**config.mk**
```make
export PLATFORM = sky130hd
export DESIGN_NAME = lldc_fifo
export DESIGN_NICKNAME = d
export VERILOG_FILES = /design/src/lldc_fifo.sv
export SDC_FILE = /design/constraint.sdc
export NUM_CORES = 1
export LEC_CHECK = 0
export CAP_MARGIN = 10
export CORE_MARGIN = 3
export CORE_UTILIZATION = 60
export DETAILED_ROUTE_END_ITERATION = 6
export DONT_BUFFER_PORTS = 1
export PLACE_DENSITY = 0.75
export SLEW_MARGIN = 0
export SYNTH_ARGS = -nofsm -noshare
export SYNTH_HDL_FRONTEND = slang
export SYNTH_SLANG_ARGS = --single-unit
```
**constraint.sdc**
```tcl
create_clock -name i_clk -period 4.6 [get_ports i_clk]
set_input_delay 0.23 -clock i_clk [delete_from_list [all_inputs] [get_ports i_clk]]
set_output_delay 0.23 -clock i_clk [all_outputs]
set_load 0.01 [all_outputs]
```
**src/lldc_fifo.sv**
```systemverilog
`timescale 1ns / 1ps
// Small register queue between front end and back end.
module lldc_fifo #(
    parameter int W     = 21,
    parameter int DEPTH = 2
) (
    input  logic         i_clk,
    input  logic         i_rst_n,
    input  logic         i_push,
    input  logic [W-1:0] i_data,
    output logic         o_space,
    input  logic         i_pop,
    output logic         o_valid,
    output logic [W-1:0] o_data
);
    localparam int PW = (DEPTH > 1) ? $clog2(DEPTH) : 1;
    localparam int CW = $clog2(DEPTH + 1);
    localparam logic [PW-1:0] LAST = PW'(DEPTH - 1);

    logic [W-1:0]  r_mem [DEPTH];
    logic [PW-1:0] r_wptr;
    logic [PW-1:0] r_rptr;
    logic [CW-1:0] r_cnt;
    logic          do_push;
    logic          do_pop;

    assign o_space = (r_cnt != CW'(DEPTH));
    assign o_valid = (r_cnt != '0);
    assign o_data  = r_mem[r_rptr];
    assign do_push = i_push && o_space;
    assign do_pop  = i_pop && o_valid;

    always_ff @(posedge i_clk) begin
        if (!i_rst_n) begin
            r_wptr <= '0;
            r_rptr <= '0;
            r_cnt  <= '0;
        end else begin
            if (do_push) begin
                r_wptr <= (r_wptr == LAST) ? '0 : r_wptr + PW'(1);
            end
            if (do_pop) begin
                r_rptr <= (r_rptr == LAST) ? '0 : r_rptr + PW'(1);
            end
            if (do_push && !do_pop) begin
                r_cnt <= r_cnt + CW'(1);
            end else if (do_pop && !do_push) begin
                r_cnt <= r_cnt - CW'(1);
            end
        end
    end

    always_ff @(posedge i_clk) begin
        if (do_push) begin
            r_mem[r_wptr] <= i_data;
        end
    end

endmodule

```
### After elaboration in Yosys (flattened, before gate mapping)

Memories as Yosys holds them, arrays and structs flattened. A register that Yosys moved wholly into a read port is not among the register bits.
Cells that the tools add are included.

* register bits after elaboration: 4
* bits in writable memories: 42
* input bits: 25
* output and inout port bits: 23
* logic and storage cells: 25
* memories kept: 1

* $add $sub $neg: 4
* equality and inequality tests: 1
* multiplexer cells: 8
* reductions and logical operators: 8

Memories
* r_mem: depth 2, bits a word 21, rd ports 1, clocked after memory_dff 1, write ports 1, RTL line 20 `logic [W-1:0] r_mem [DEPTH];`

Operators by type and width (count)
* 2-to-1 mux 1 bit: 6
* logical AND 1 bit: 4
* 2-to-1 mux 2 bit: 2
* nonzero test 2 bit: 2
* adder 1 bit, second input constant: 2
* adder 2 x 1 -> 2 bit, second input constant: 1
* zero test 1 bit: 2
* inequality test 2 bit, second input constant: 1
* subtractor 2 x 1 -> 2 bit, second input constant: 1

### Longest topological paths before layout

* depth after elaboration: 6
* mapped depth: 6
* gate-level depth less buffers: 6

### Worst setup path after synthesis

OpenSTA, ideal clock, no wires.

* kind: reg2reg
* from: register r_cnt[0]
* to: memory r_mem[1][0], enable pin
* library setup time: 379 ps
* arrival time: 1161 ps
* required time: 4221 ps
* path slack: 3059 ps
* cell stages (with the launch flop): 3
* path buffers: 0
* clock period less this slack: 1541 ps
* path through: dfxtp_1 -> nand2b_4 -> and3_1

* word-level cells in the longest chain between the ends: 4

RTL lines
* start: declaration: RTL line 23 `logic [CW-1:0] r_cnt;`
* start signal: assignment: RTL line 46 `r_cnt <= r_cnt + CW'(1);`
* start signal: assignment: RTL line 48 `r_cnt <= r_cnt - CW'(1);`
* inequality test 2 bit: RTL line 27 `assign o_space = (r_cnt != CW'(DEPTH));`
* via o_space: RTL line 11 `output logic o_space,`
* logical AND 1 bit: RTL line 30 `assign do_push = i_push && o_space;`
* 2-to-1 mux 1 bit: RTL line 54 `if (do_push) begin`
* 2-to-1 mux 1 bit (implied by the code): RTL line 55 `r_mem[r_wptr] <= i_data;`
* end: declaration: RTL line 20

The timed path passes the listed nets, and every way through them passes these cells.

==> results.sh <==
export IMPL_first_iter_violations=26
export IMPL_syn_avg_cell_area_um2=19.7
export IMPL_grt_max_degree=22
export IMPL_groute_usage_overall=0.176
export IMPL_drtPass1Iterations=4
export IMPL_die_x_um=60.0
export IMPL_fin_skew_ns=0.0100
export IMPL_port_buffer_count=0
export IMPL_cts_made_buffers=5
export IMPL_vias=844
export IMPL_clk_pin_slew_ns=0.12
export IMPL_ys_types=19
export IMPL_wl_per_cell_um=19.2
export IMPL_cts_root_buffer="clkbuf_4"
export IMPL_path_class="reg -> out"
export IMPL_whs_path_depth=1
export IMPL_max_cap_violations=0
export IMPL_grt_first_pass_wirelength_mm=4.34
export IMPL_cp_end_kind="output port"
export IMPL_start_util=0.670
export IMPL_clock_sinks=47
export IMPL_yosysTopAreaCell="edfxtp_1"
export IMPL_path_cells="mux2_2"
export IMPL_status="finished clean"
export IMPL_synthesis_instances=89
export IMPL_clockBufferDepth=2
export IMPL_slew_viol_final=0
export IMPL_rsz0062_at_grt="false"
export IMPL_grt_ovfl_total=0
export IMPL_dieArea_um2=3600
export IMPL_cp_required_ns=4.37
export IMPL_cp_slowest_cell="dfxtp_1"
export IMPL_crit_buf_inv=0
export IMPL_nets=142
export IMPL_cp_top_family="flip-flops"
export IMPL_htree_num_levels=2
export IMPL_start_kind="flip-flop"
export IMPL_yosys_register_bits=47
export IMPL_fp_coreArea_um2=2610
export IMPL_antenna_left=0
export IMPL_gp_congestion=0.586
export IMPL_p_leak_nw=0.695
export IMPL_fp_dieH_um=60.0
export IMPL_drive_gt1_frac=0.256
export IMPL_drc=0
export IMPL_peakVddDrop_v=0.000505
export IMPL_fin_crit_ns=1.97
export IMPL_diodes=0
export IMPL_synth_top_area_frac=0.721
export IMPL_crit_path_max_fanout=21
export IMPL_cts_tree="built"
export IMPL_syn_cell_area_um2=1750
export IMPL_max_stage_delay_ns=0.94
export IMPL_post_cts_buffers=0
export IMPL_synth_area_leaders="edfxtp_1, mux2_2, dfxtp_1"
export IMPL_finalCritPeriodShare=0.429
export IMPL_worstSkewPairLatency_ns=0.35
export IMPL_setup_viol=0
export IMPL_grt_pass1_vias=931
export IMPL_via_per_inst=5.74
export IMPL_ys_seq_area_frac=0.778
export IMPL_power_density_nw_per_um2=486
export IMPL_rows=18
export IMPL_hold_class="in -> reg"
export IMPL_synthToLayoutAreaGrowth_pct=17.0
export IMPL_worst_r2r_path_depth=2
export IMPL_antenna_found_initial=0
export IMPL_max_freq_mhz=506
export IMPL_ys_warnings_count=0
export IMPL_worst_pin_slew_ns=0.944
export IMPL_hold_viol=0
export IMPL_syn_nets=115
export IMPL_finalSetupTns_ns=0
export IMPL_path_depth=1
export IMPL_drt_total_wl_mm=2.82
export IMPL_finalPower_w=0.000996
export IMPL_cp_arrival_ns=1.74
export IMPL_relSlewSlack=0.370
export IMPL_ios=48
==> final timing paths <==
kind / start / to / slack, ns
worst max-delay path: flip-flop / o_data[2] / 2.63
worst min-delay path: i_rst_n / r_cnt[1] / 0.04
worst max register to register: r_cnt[0] / r_mem[1][13] / 2.81
worst min register to register: r_cnt[1] / r_cnt[1] / 0.58
==> kinds of logic after synthesis <==
| family | after synthesis | synth area share |
|---|---|---|
| adder cells (fa/ha/maj) | 1 | 0.00715 |
| XOR/XNOR | 3 | 0.0150 |
| buffers and inverters | 3 | 0.00786 |
| AO/OA/AOI/OAI | 5 | 0.0200 |
| flip-flops | 47 | 0.778 |
| multiplexers | 21 | 0.135 |
| AND/OR/NAND/NOR | 9 | 0.0372 |
==> synth_stat cells (all sizes together) <==
master and number:
edfxtp 42, mux2 21, dfxtp 5, and2 4, a21boi 2, buf 2, o21ai 2, xnor2 2
a21bo 1, and3 1, ha 1, inv 1, nand2b 1, nand3b 1, or2 1, or3 1
xor2 1
==> final cells by class <==
class | instances | area [um^2]
Clock buffer | 7 | 45.0
Clock inverter | 1 | 5.00
Fill cell | 161 | 564
Inverter | 1 | 3.75
Multi-Input combinational cell | 39 | 375
Sequential cell | 47 | 1360
Tap cell | 30 | 37.5
Timing Repair Buffer | 22 | 220
==> metal layers <==
layer	global-route usage	vias up	routed length, um
met2	0.316	33	1510
met3	0.0799	5	221
met4	0.0570	0	42
met5	0	-	0
li1	-	390	-
met1	0.180	416	1050
==> power by group <==
part / leakage (nW) / internal, W / switching [W] / total (W)
registers: 0.434 / 0.000536 / 0.0000473 / 0.000584
clock network: 0.0293 / 0.0000598 / 0.000116 / 0.000176
logic: 0.232 / 0.000117 / 0.000119 / 0.000236
==> placed cells by master (no fill, tap or decap), drive strengths merged, types with 2 or more instances in the layout <==
cell type	instances
edfxtp	42
clkbuf	7
o21ai	2
and2	4
xnor2	2
dfxtp	5
a21boi	2
mux2	21
dlygate4sd3	22
==> registers in the layout (all words and copies together) (netlist names), named ones only <==
name    count
r_cnt       2
r_wptr      1
r_mem      42
r_rptr      1
==> metrics by stage <==
stage               instances  hold slack (ns)  instance area, um^2  setup slack [ns]  utilization
finish                    147           0.0405                 2050              2.63        0.784
global route              147          0.00158                 2050              2.48        0.784
CTS                       147          0.00528                 2050              2.58        0.784
detailed placement        117            0.329                 1780              2.79        0.681
global placement          117            0.329                 1780              2.83        0.681
floorplan                  89            0.329                 1750              3.06            -
==> what timing repair did <==
action,4_1_cts,5_1_grt
gates resized for setup,0,0
endpoints found under the hold margin,45,0
hold buffers,22,0
setup endpoints to repair,0,0
(Power assumes the default switching activity.)
