File: config.mk
export PLATFORM = sky130hd
export DESIGN_NAME = lldc_front
export DESIGN_NICKNAME = d
export VERILOG_FILES = /design/src/lldc_pkg.sv /design/src/lldc_front.sv
export SDC_FILE = /design/constraint.sdc
export NUM_CORES = 1
export LEC_CHECK = 0
export BUFFER_PORTS_ARGS = -buffer_cell sky130_fd_sc_hd__buf_2
export CAP_MARGIN = 10
export CORE_MARGIN = 1
export CORE_UTILIZATION = 43
export DETAILED_ROUTE_END_ITERATION = 7
export PLACE_DENSITY = 0.82
export SLEW_MARGIN = 20
export SYNTH_ARGS = -nofsm -noshare
export SYNTH_HDL_FRONTEND = slang
export SYNTH_SLANG_ARGS = --single-unit
File: constraint.sdc
create_clock -name vclk -period 2.6
set_clock_uncertainty 0.1 [all_clocks]
set_input_delay 0.13 -clock vclk [all_inputs]
set_output_delay 0.13 -clock vclk [all_outputs]
set_load 0.01 [all_outputs]
File: src/lldc_pkg.sv
`timescale 1ns / 1ps
// Shared types, constants and helpers for the LogLog distinct counter.
package lldc_pkg;

    localparam int CMD_W     = 2;
    localparam int HEAD_W    = 32;
    localparam int TAIL_W    = 64;
    localparam int CFG_W     = 4;
    localparam int BITS_W    = 5;
    localparam int RHO_W     = 7;
    localparam int RANK_W    = 8;
    localparam int SUM_W     = 24;
    localparam int EST_W     = 31;
    localparam int FRAC_W    = 16;
    localparam int P_W       = 32;
    localparam int SCALE_W   = 29;

    localparam logic [CFG_W-1:0]   RESET_INDEX_BITS = 4'd10;
    localparam logic [BITS_W-1:0]  MIN_INDEX_BITS   = 5'd4;
    localparam logic [RHO_W-1:0]   RHO_ZERO_TAIL    = 7'd65;
    localparam logic [P_W-1:0]     ONE_Q30          = 32'h4000_0000;
    localparam logic [63:0]        HALF_Q30         = 64'h2000_0000;
    localparam logic [SCALE_W-1:0] SCALE_Q30        = 29'd426286242;
    localparam logic [EST_W-1:0]   EST_SAT          = 31'h7FFF_FFFF;

    // 2^(2^-(k+1)) in Q30, for index k = 0 .. 15
    localparam logic [P_W-1:0] POW2_FRAC_Q30 [16] = '{
        32'd1518500250, 32'd1276901417, 32'd1170923762, 32'd1121280436,
        32'd1097253708, 32'd1085434106, 32'd1079572136, 32'd1076653033,
        32'd1075196443, 32'd1074468888, 32'd1074105294, 32'd1073923544,
        32'd1073832680, 32'd1073787251, 32'd1073764537, 32'd1073753181
    };

    typedef enum logic [CMD_W-1:0] {
        CMD_ADD    = 2'd0,
        CMD_EST    = 2'd1,
        CMD_CLR    = 2'd2,
        CMD_UNUSED = 2'd3
    } t_cmd;

    typedef struct packed {
        logic              we;
        logic [BITS_W-1:0] bits;
    } t_cfg_write;

    typedef struct packed {
        logic clearing;
        logic s1_busy;
        logic est_busy;
    } t_back_status;

    function automatic logic [BITS_W-1:0] f_active_bits(input logic [CFG_W-1:0] raw,
                                                        input int unsigned max_bits);
        logic [BITS_W-1:0] b;
        b = BITS_W'(raw);
        if (b < MIN_INDEX_BITS) begin
            b = MIN_INDEX_BITS;
        end else if (b > BITS_W'(max_bits)) begin
            b = BITS_W'(max_bits);
        end
        return b;
    endfunction

endpackage

File: src/lldc_front.sv
`timescale 1ns / 1ps
// Front end: takes input transfers, derives register index and rho, feeds the queue.
module lldc_front #(
    parameter int MAX_INDEX_BITS = 12
) (
    input  logic [lldc_pkg::BITS_W-1:0]   i_bits,
    input  logic                          i_in_valid,
    output logic                          o_in_ready,
    input  logic [lldc_pkg::CMD_W-1:0]    i_cmd,
    input  logic [lldc_pkg::HEAD_W-1:0]   i_hash_head,
    input  logic [lldc_pkg::TAIL_W-1:0]   i_hash_tail,
    input  logic                          i_space,
    output logic                          o_push,
    output lldc_pkg::t_cmd                o_cmd,
    output logic [MAX_INDEX_BITS-1:0]     o_idx,
    output logic [lldc_pkg::RHO_W-1:0]    o_rho
);
    import lldc_pkg::*;

    logic               fire;
    logic [HEAD_W-1:0]  head_shr;
    logic [RHO_W-1:0]   rho;

    assign o_in_ready = i_space;
    assign fire       = i_in_valid && i_space;

    // unused command code is taken and dropped here
    assign o_push = fire && (t_cmd'(i_cmd) != CMD_UNUSED);
    assign o_cmd  = t_cmd'(i_cmd);

    assign head_shr = i_hash_head >> (6'd32 - 6'(i_bits));
    assign o_idx    = head_shr[MAX_INDEX_BITS-1:0];

    // trailing-zero count plus one
    always_comb begin
        rho = RHO_ZERO_TAIL;
        for (int i = TAIL_W - 1; i >= 0; i--) begin
            if (i_hash_tail[i]) begin
                rho = RHO_W'(i + 1);
            end
        end
    end
    assign o_rho = rho;

endmodule

# After elaboration in Yosys (flattened, before gate mapping)
# Cells that the tools add are included.
# classes
addsub	1
n_eq_ne	1
shift	1
n_mux	64
reduce_logical	2
# op_table
operator	count
$mux W7	63
$shr A32 B6 Y12	1
$sub A6 B5 Y6 const A	1
$logic_and A1 B1 Y1	2
$ne A2 B2 Y1 const B	1
$mux W1	1
# word_totals
reg_bits	0
output_inout_bits	23
word_cells	69

# Depth between registers and ports, before layout
# Gate-level depths: netlist of the first run.
# logic_depth
ltp_word	64
depth_mapped	12
mapped_depth_nobuf	8

# Worst setup path before layout of the first run
# OpenSTA, ideal clock, no wires.
# synth_path
path_type	input -> output
start	input i_bits[0] in the netlist's numbering
end	output o_idx[10]
t_arrival_ns	2.288
t_required_ns	2.370
path_slack_ns	0.082
cell_stages	9
path_buffers	4
cell_sequence	buf_6 > inv_2 > buf_2 > ha_1 > buf_6 > buf_2 > mux4_2 > mux4_2 > a32o_1
# synth_between
elab_chain_cells	2
# synth_rtl
item	line	source
start, declared	lldc_front.sv:6	input logic [lldc_pkg::BITS_W-1:0] i_bits,
$sub A6 B5 Y6	lldc_front.sv:31	assign head_shr = i_hash_head >> (6'd32 - 6'(i_bits));
$shr A32 B6 Y12	lldc_front.sv:31	
end, declared	lldc_front.sv:15	output logic [MAX_INDEX_BITS-1:0] o_idx,
# Every way passes these cells.

# Final worst setup path of the first run
# layout_path
start	input i_bits[0] in the netlist's numbering
end	output o_idx[7]
# The elaborated chain is that of the path after synthesis.

==> results of run 1 <==
cell usage in the layout, fill, tap and decap left out, types with 7 or more instances in the layout:
cell     count
mux2_2       9
a21oi_1     35
o21ai_1      7
mux4_2      18
buf_2      128
nor3_1      15
nand3_1      7
nor2_1      33
buf_4        8
nand2_1     29
nor4_1      12
mux2i_1     31
inv_1       16
o21ai_0     15
kinds of logic (layout without fill, tap and decap cells):
logic type,Yosys count,count (layout)
AO/OA/AOI/OAI,92,92
multiplexers,58,58
adder cells (fa/ha/maj),1,1
buffers and inverters,34,154
XOR/XNOR,5,5
AND/OR/NAND/NOR,120,120
power breakdown:
group	leakage (nW)	internal, mW	switching (mW)
combinational	1.34	0.313	0.342
clock	0	0	0
sequential	0	0	0
total	1.34	0.313	0.342
worst max-delay path, stage by stage:
cell and delay, ns:
buf_2 0.10, inv_2 0.05, ha_4 0.34, buf_4 0.20, mux2i_1 0.29, mux2i_1 0.15
mux4_2 0.46, o21ai_1 0.16, a21oi_1 0.06, buf_2 0.19
through the flow:
step | std cells | total power, mW | worst slack, ns | utilization
2_1_floorplan | 310 | 0.404 | 0.0820 | -
3_3_place_gp | 497 | 0.628 | 0.0713 | 0.601
3_5_place_dp | 497 | 0.640 | 0.0245 | 0.601
4_1_cts | 497 | 0.643 | 0.0182 | 0.601
5_1_grt | 497 | 0.712 | 0.135 | 0.604
6_report | 497 | 0.654 | 0.234 | 0.604
area by class of cell:
class / count / area share
inverters: 17 / 0.0217
repair buffers: 137 / 0.245
well taps: 67 / 0.0285
multi-input cells: 276 / 0.705
final timing paths:
path              startpoint          to  cells past startpoint
setup / recovery   i_bits[0]    o_idx[7]                     10
hold / removal       i_space  o_in_ready                      2
routing by layer:
metal	up-vias	routed length (um)
met5	-	0
met4	0	86
met3	10	576
met2	139	3670
met1	1340	3050
li1	1445	-
==> flow_metrics.tcl, run 1 <==
set metrics [dict create \
    core_sq_um 4880 \
    drt_wl_total_um 7390 \
    nFlopsAndLatches 0 \
    synth_cell_types 51 \
    io_pins 128 \
    die_w_um 74.3 \
    worst_slew_pin_slew_ns 0.964 \
    drtPass1Iterations 4 \
    die-area_sq_um 5510 \
    antenna_cells 0 \
    cts_setup_buffers 0 \
    grt_max_degree 28 \
    fin_area_sq_um 2950 \
    fill_cells 465 \
    use_met3 0.0203 \
    ys.warnings.count 0 \
    synth_area_per_cell_sq_um 7.24 \
    yosys.area.top_type "mux4_2" \
    synth_most_common_cell "a21oi_1" \
    grt_use_total 0.261 \
    synth-simple-area-share 0.264 \
    yosysTopAreaCellShare 0.181 \
    met2_usage 0.488 \
    die_h_um 74.3 \
    synthXorXnorAreaFrac 0.0346 \
    status "completed" \
    wire_per_inst_um 14.9 \
    drt-initial-drc-count 133 \
    hpwl_um 6310 \
    relSlewSlack 0.352 \
    synth_top_family_by_area "multiplexers" \
    worstSetupPathType "in2out" \
    finalHoldViolCount 0 \
    critPathCaptureType "output pin" \
    multi_input_area_sq_um 2080 \
    fmax_ghz 0.423 \
    synth_fp_nets 416 \
    gr-usage-met1 0.328 \
    cts-hold-fix-buffers 0 \
    grt.busiest_layer "met2" \
    cp_max_fo 10 \
    drc 0 \
    dpl_cell_area_sq_um 2930 \
    clkbuf_count 0 \
    synth_compound_area_frac 0.251 \
    worst_hold_slack_ns 0.362 \
    finalCriticalPeriod_ns 2.37 \
    leakagePower_nw 1.34 \
    vias_per_cell 5.90 \
    ir_drop_mv 0.142 \
    drv_slew 0 \
    rows 25 \
    synthAdderAreaFrac 0.00557 \
    place.gp.congestion 0.936 \
    setup_tns_ns 0 \
    ys_top_cells_by_count "a21oi_1, nor2_1, mux2i_1" \
    ys_seq_area_frac 0 \
    num_vias 2934 \
    min_period_over_period 0.910 \
    detail-route-antenna-nets 0 \
    grt_pass1_wl_um 11600 \
    hold_class "in2out" \
    crit_path_start_kind "primary input" \
    maxCapViolCount 0 \
    antenna_found_initial 0 \
    arrival_ns 2.14 \
    grt.overflow.total 0 \
    syn_to_final_growth_pct 31.2 \
    setup_viol 0 \
    netlist_area_sq_um 2240 \
    cp.required_ns 2.37 \
    power_density_nw_per_um2 222 \
    rsz0062_at_grt "no" \
    regArea_sq_um 0 \
    synthMuxAreaShare 0.364 \
    grt_pass1_vias 2652 \
    ctsResizeCount 0 \
    syn-instance-count 310 \
    drive_gt1_frac 0.400 \
    io_buffers 128 \
    start_util 0.460 \
    netlist_top_cells_area "mux4_2, mux2i_1, a21oi_1" \
    fin_nets 538 \
]
Note: power is estimated with default switching activity, not from simulation.
==> run 2: changes to the inputs <==
--- a/config.mk
+++ b/config.mk
@@ -5,12 +5,13 @@
 export SDC_FILE = /design/constraint.sdc
 export NUM_CORES = 1
 export LEC_CHECK = 0
+export ABC_AREA = 1
 export BUFFER_PORTS_ARGS = -buffer_cell sky130_fd_sc_hd__buf_2
 export CAP_MARGIN = 10
 export CORE_MARGIN = 1
 export CORE_UTILIZATION = 43
 export DETAILED_ROUTE_END_ITERATION = 7
-export PLACE_DENSITY = 0.82
+export PLACE_DENSITY = 0.8
 export SLEW_MARGIN = 20
 export SYNTH_ARGS = -nofsm -noshare
 export SYNTH_HDL_FRONTEND = slang
==> flow_metrics.tcl, run 2 <==
set metrics [dict create \
    status "complete, but fails checks" \
    violations "setup timing" \
    drt-initial-drc-count 143 \
    syn_to_final_growth_pct 32.9 \
    startpoint "i_hash_tail[62]" \
    hold_class "in2out" \
    power.total_mw 0.650 \
    max_stage_delay_ns 0.11 \
    fmax_ghz 0.276 \
    rows 26 \
    netlist_area_sq_um 2380 \
    dp.cells 707 \
    start_util 0.457 \
    final_common_cell "nand2_1" \
    whs_endpoint "o_cmd[0]" \
    maxCapViolCount 0 \
    cts_setup_buffers 0 \
    grt.overflow.total 0 \
    yosys.area.top_type "nand2_1" \
    rsz0062_at_grt "yes" \
    nFlopsAndLatches 0 \
    grt_max_degree 35 \
    synth_most_common_cell "nand2_1" \
    arrival_ns 3.39 \
    cpLargestDelayFamily "simple AND/OR/NAND/NOR gates" \
    place.gp.congestion 0.973 \
    synth_cell_types 26 \
    hold_path.startpoint "i_cmd[0]" \
    path_common_cell "nand2_1" \
    cp.required_ns 2.37 \
    leakagePower_nw 1.94 \
    drv_slew 0 \
    antenna_found_initial 0 \
    fin_nets 745 \
    die_h_um 76.4 \
    drc 0 \
    critPathCaptureType "output pin" \
    die_w_um 76.4 \
    netlist_top_cells_area "nand2_1, inv_1, o21ai_0" \
    syn-instance-count 516 \
    core_sq_um 5200 \
    finalHoldViolCount 0 \
    relSlewSlack 0.480 \
    ys_top_cells_by_count "nand2_1, inv_1, nor2_1" \
    setup_viol 1 \
    worst-path-buf-inv 3 \
    holdPathStages 2 \
    place_ws_ns -1.01 \
    cp_max_fo 2 \
    worstSetupPathType "in2out" \
    synth_area_per_cell_sq_um 4.61 \
    finalNonFillerCells 707 \
    regArea_sq_um 0 \
    ys_seq_area_frac 0 \
    ys.warnings.count 0 \
    vias_per_cell 5.09 \
    antenna_cells 0 \
    io_buffers 128 \
    fin_ws_ns -1.02 \
    crit_path_start_kind "primary input" \
    post-route-util 0.608 \
    worst_slew_pin_slew_ns 0.777 \
    power_density_nw_per_um2 206 \
    die-area_sq_um 5840 \
    grt_pass1_vias 3112 \
    layout_common_cells "nand2_1, buf_2, inv_1, nor2_1, o21ai_0" \
    hpwl_um 6620 \
    synth_fp_nets 622 \
    grt_pass1_wl_um 12900 \
    yosysTopAreaCellShare 0.355 \
    crit_slowest_cell "buf_6" \
    finalCriticalPeriod_ns 3.62 \
    clkbuf_count 0 \
    drtPass1Iterations 5 \
    grt_use_total 0.256 \
    min_period_over_period 1.39 \
    fill_cells 569 \
    io_pins 128 \
    drt_wl_total_um 7820 \
    num_vias 3600 \
    drive_gt1_frac 0.248 \
    ir_drop_mv 0.100 \
    detail-route-antenna-nets 0 \
    wire_per_inst_um 11.1 \
]
-- run 2: cell types whose count changed in the layout (fill, tap and decap cells not counted), sizes merged, moves of 19 or more --
cell,before,now
a21oi,35,14
inv,17,72
o21ai,22,43
nand3,7,31
nand2,29,225
mux2i,31,12
-- run 2: worst max-delay path by stage --
stage               cells after the start  endpoint  slack (ns)
global placement                       66  o_rho[0]       -0.86
detailed placement                     66  o_rho[0]       -1.01
CTS                                    66  o_rho[0]       -1.02
floorplan                              64  o_rho[0]       -0.44
finish                                 66  o_rho[0]       -1.02
global route                           66  o_rho[0]       -1.66
-- run 2: through the flow --
stage | hold slack (ns) | setup TNS, ns | instance area, sq um
floorplan | 0.204 | -0.444 | 2380
global placement | 0.360 | -0.857 | 3140
detailed placement | 0.359 | -1.01 | 3140
CTS | 0.359 | -1.02 | 3150
global route | 0.368 | -1.94 | 3160
finish | 0.358 | -1.02 | 3160
-- run 2: what timing repair did --
item | 4_1_cts | 5_1_grt
resized for setup | 1 | 4
endpoints found under the setup margin | 1 | 2
pin swaps | 0 | 3
hold buffers | 0 | 0
-- run 2: cell families after synthesis --
| group | count (synthesis) | synth area share |
|---|---|---|
| and+or+nand+nor | 309 | 0.510 |
| buffers and inverters | 102 | 0.206 |
| AOI/OAI and AO/OA | 90 | 0.221 |
| muxes | 12 | 0.0505 |
| xor gates and xnor gates | 2 | 0.00736 |
| adders and majority gates | 1 | 0.00526 |
-- run 2: area by class of cell --
class              count  area (sq um)  area share
inverters             79           393       0.124
repair buffers       144           773       0.244
well taps             70          87.6      0.0277
multi-input cells    414          1910       0.604
-- run 2: report_power, final --
group / internal [mW] / switching (mW) / total [mW]
clock: 0 / 0 / 0
combinational: 0.273 / 0.377 / 0.650
sequential: 0 / 0 / 0
total: 0.273 / 0.377 / 0.650
-- run 2: routing by layer --
layer	wire length [um]	share of wire	track usage
met5	0	0	0
met4	89	0.011	0.0327
met3	524	0.067	0.0132
met2	3910	0.50	0.494
met1	3300	0.42	0.316
==> run 3: changes to the inputs <==
==> constraint.sdc (replaced) <==
create_clock -name vclk -period 3.3
set_clock_uncertainty 0.1 [all_clocks]
set_input_delay 0.165 -clock vclk [all_inputs]
set_output_delay 0.165 -clock vclk [all_outputs]
set_load 0.01 [all_outputs]
==> flow_metrics.tcl, run 3 (synthesized netlist as in run 2, its figures left out) <==
set metrics [dict create \
    setup_tns_ns -0.300 \
    drt-initial-drc-count 137 \
    grt_pass1_wl_um 13100 \
    fin_ws_ns -0.300 \
    drc 0 \
    violations "setup timing" \
    arrival_ns 3.34 \
    min_period_over_period 1.09 \
    place.gp.congestion 0.896 \
    power_density_nw_per_um2 161 \
    final_common_cell "nand2_1" \
    maxCapViolCount 0 \
    io_buffers 128 \
    drt_wl_total_um 7600 \
    dp.cells 703 \
    finalNonFillerCells 703 \
    fin_nets 741 \
    grt_pass1_vias 3192 \
    io_pins 128 \
    nFlopsAndLatches 0 \
    finalCriticalPeriod_ns 3.60 \
    rsz0062_at_grt "yes" \
    drtPass1Iterations 5 \
    max_stage_delay_ns 0.13 \
    hold_class "in2out" \
    crit_slowest_cell "buf_2" \
    hpwl_um 6410 \
    relSlewSlack 0.452 \
    wire_per_inst_um 10.8 \
    worst_hold_slack_ns 0.429 \
    place_ws_ns -0.287 \
    finalHoldViolCount 0 \
    die-area_sq_um 5840 \
    clkbuf_count 0 \
    syn_to_final_growth_pct 30.6 \
    cp.required_ns 3.03 \
    rows 26 \
    regArea_sq_um 0 \
    detail-route-antenna-nets 0 \
    grt_max_degree 35 \
    grt.overflow.total 0 \
    crit_path_start_kind "primary input" \
    path_common_cell "nand2_1" \
    grt_use_total 0.258 \
    start_util 0.457 \
    drive_gt1_frac 0.240 \
    vias_per_cell 4.96 \
    antenna_found_initial 0 \
    ir_drop_mv 0.0798 \
    die_h_um 76.4 \
    leakagePower_nw 1.91 \
    critPathCaptureType "output pin" \
    worstSetupPathType "in2out" \
    num_vias 3486 \
    layout_common_cells "nand2_1, buf_2, inv_1, nor2_1, o21ai_0" \
    cp_max_fo 2 \
    core_sq_um 5200 \
    antenna_cells 0 \
    setup_viol 1 \
    die_w_um 76.4 \
    worst_slew_pin_slew_ns 0.821 \
    cts_setup_buffers 0 \
    cts-hold-fix-buffers 0 \
    drv_slew 0 \
    status "complete, but fails checks" \
    fmax_ghz 0.278 \
]
[run 3: worst paths after layout]
check / startpoint / end / slack (ns) / depth (start not counted)
worst min-delay path: i_cmd[1] / o_cmd[1] / 0.43 / 2
worst max-delay path: i_hash_tail[62] / o_rho[0] / -0.30 / 66
[run 3: through the flow]
step	util	cell area [sq um]	total power [mW]
floorplan	-	2380	0.319
global placement	0.597	3110	0.487
detailed placement	0.597	3110	0.494
CTS	0.597	3110	0.496
global route	0.597	3110	0.563
finish	0.597	3110	0.501
[run 3: routing by layer]
metal,wire (um),track usage
met5,0,0
met3,444,0.0132
met4,72,0.0269
met2,3670,0.490
met1,3410,0.327
[run 3: cell type report]
type                            count  area (sq um)
Fill cell                         554          2100
Multi-Input combinational cell    414          1900
Timing Repair Buffer              140           731
Inverter                           79           393
Tap cell                           70          87.6
[run 3: timing repair]
item	CTS	global route
endpoints found under the setup margin	1	1
pin swaps	0	2
gates resized for setup	0	1
endpoints found under the hold margin	0	0
[run 3: worst max-delay path: cells and delay by family]
| family | cells | cell delay [ns] |
|---|---|---|
| simple gates | 63 | 2.89 |
| buf+inv | 3 | 0.27 |
[run 3: power by group]
| group | total [mW] | internal (mW) | switching, mW | leakage, nW |
|---|---|---|---|---|
| logic | 0.501 | 0.208 | 0.293 | 1.91 |
| registers | 0 | 0 | 0 | 0 |
| clock network | 0 | 0 | 0 | 0 |
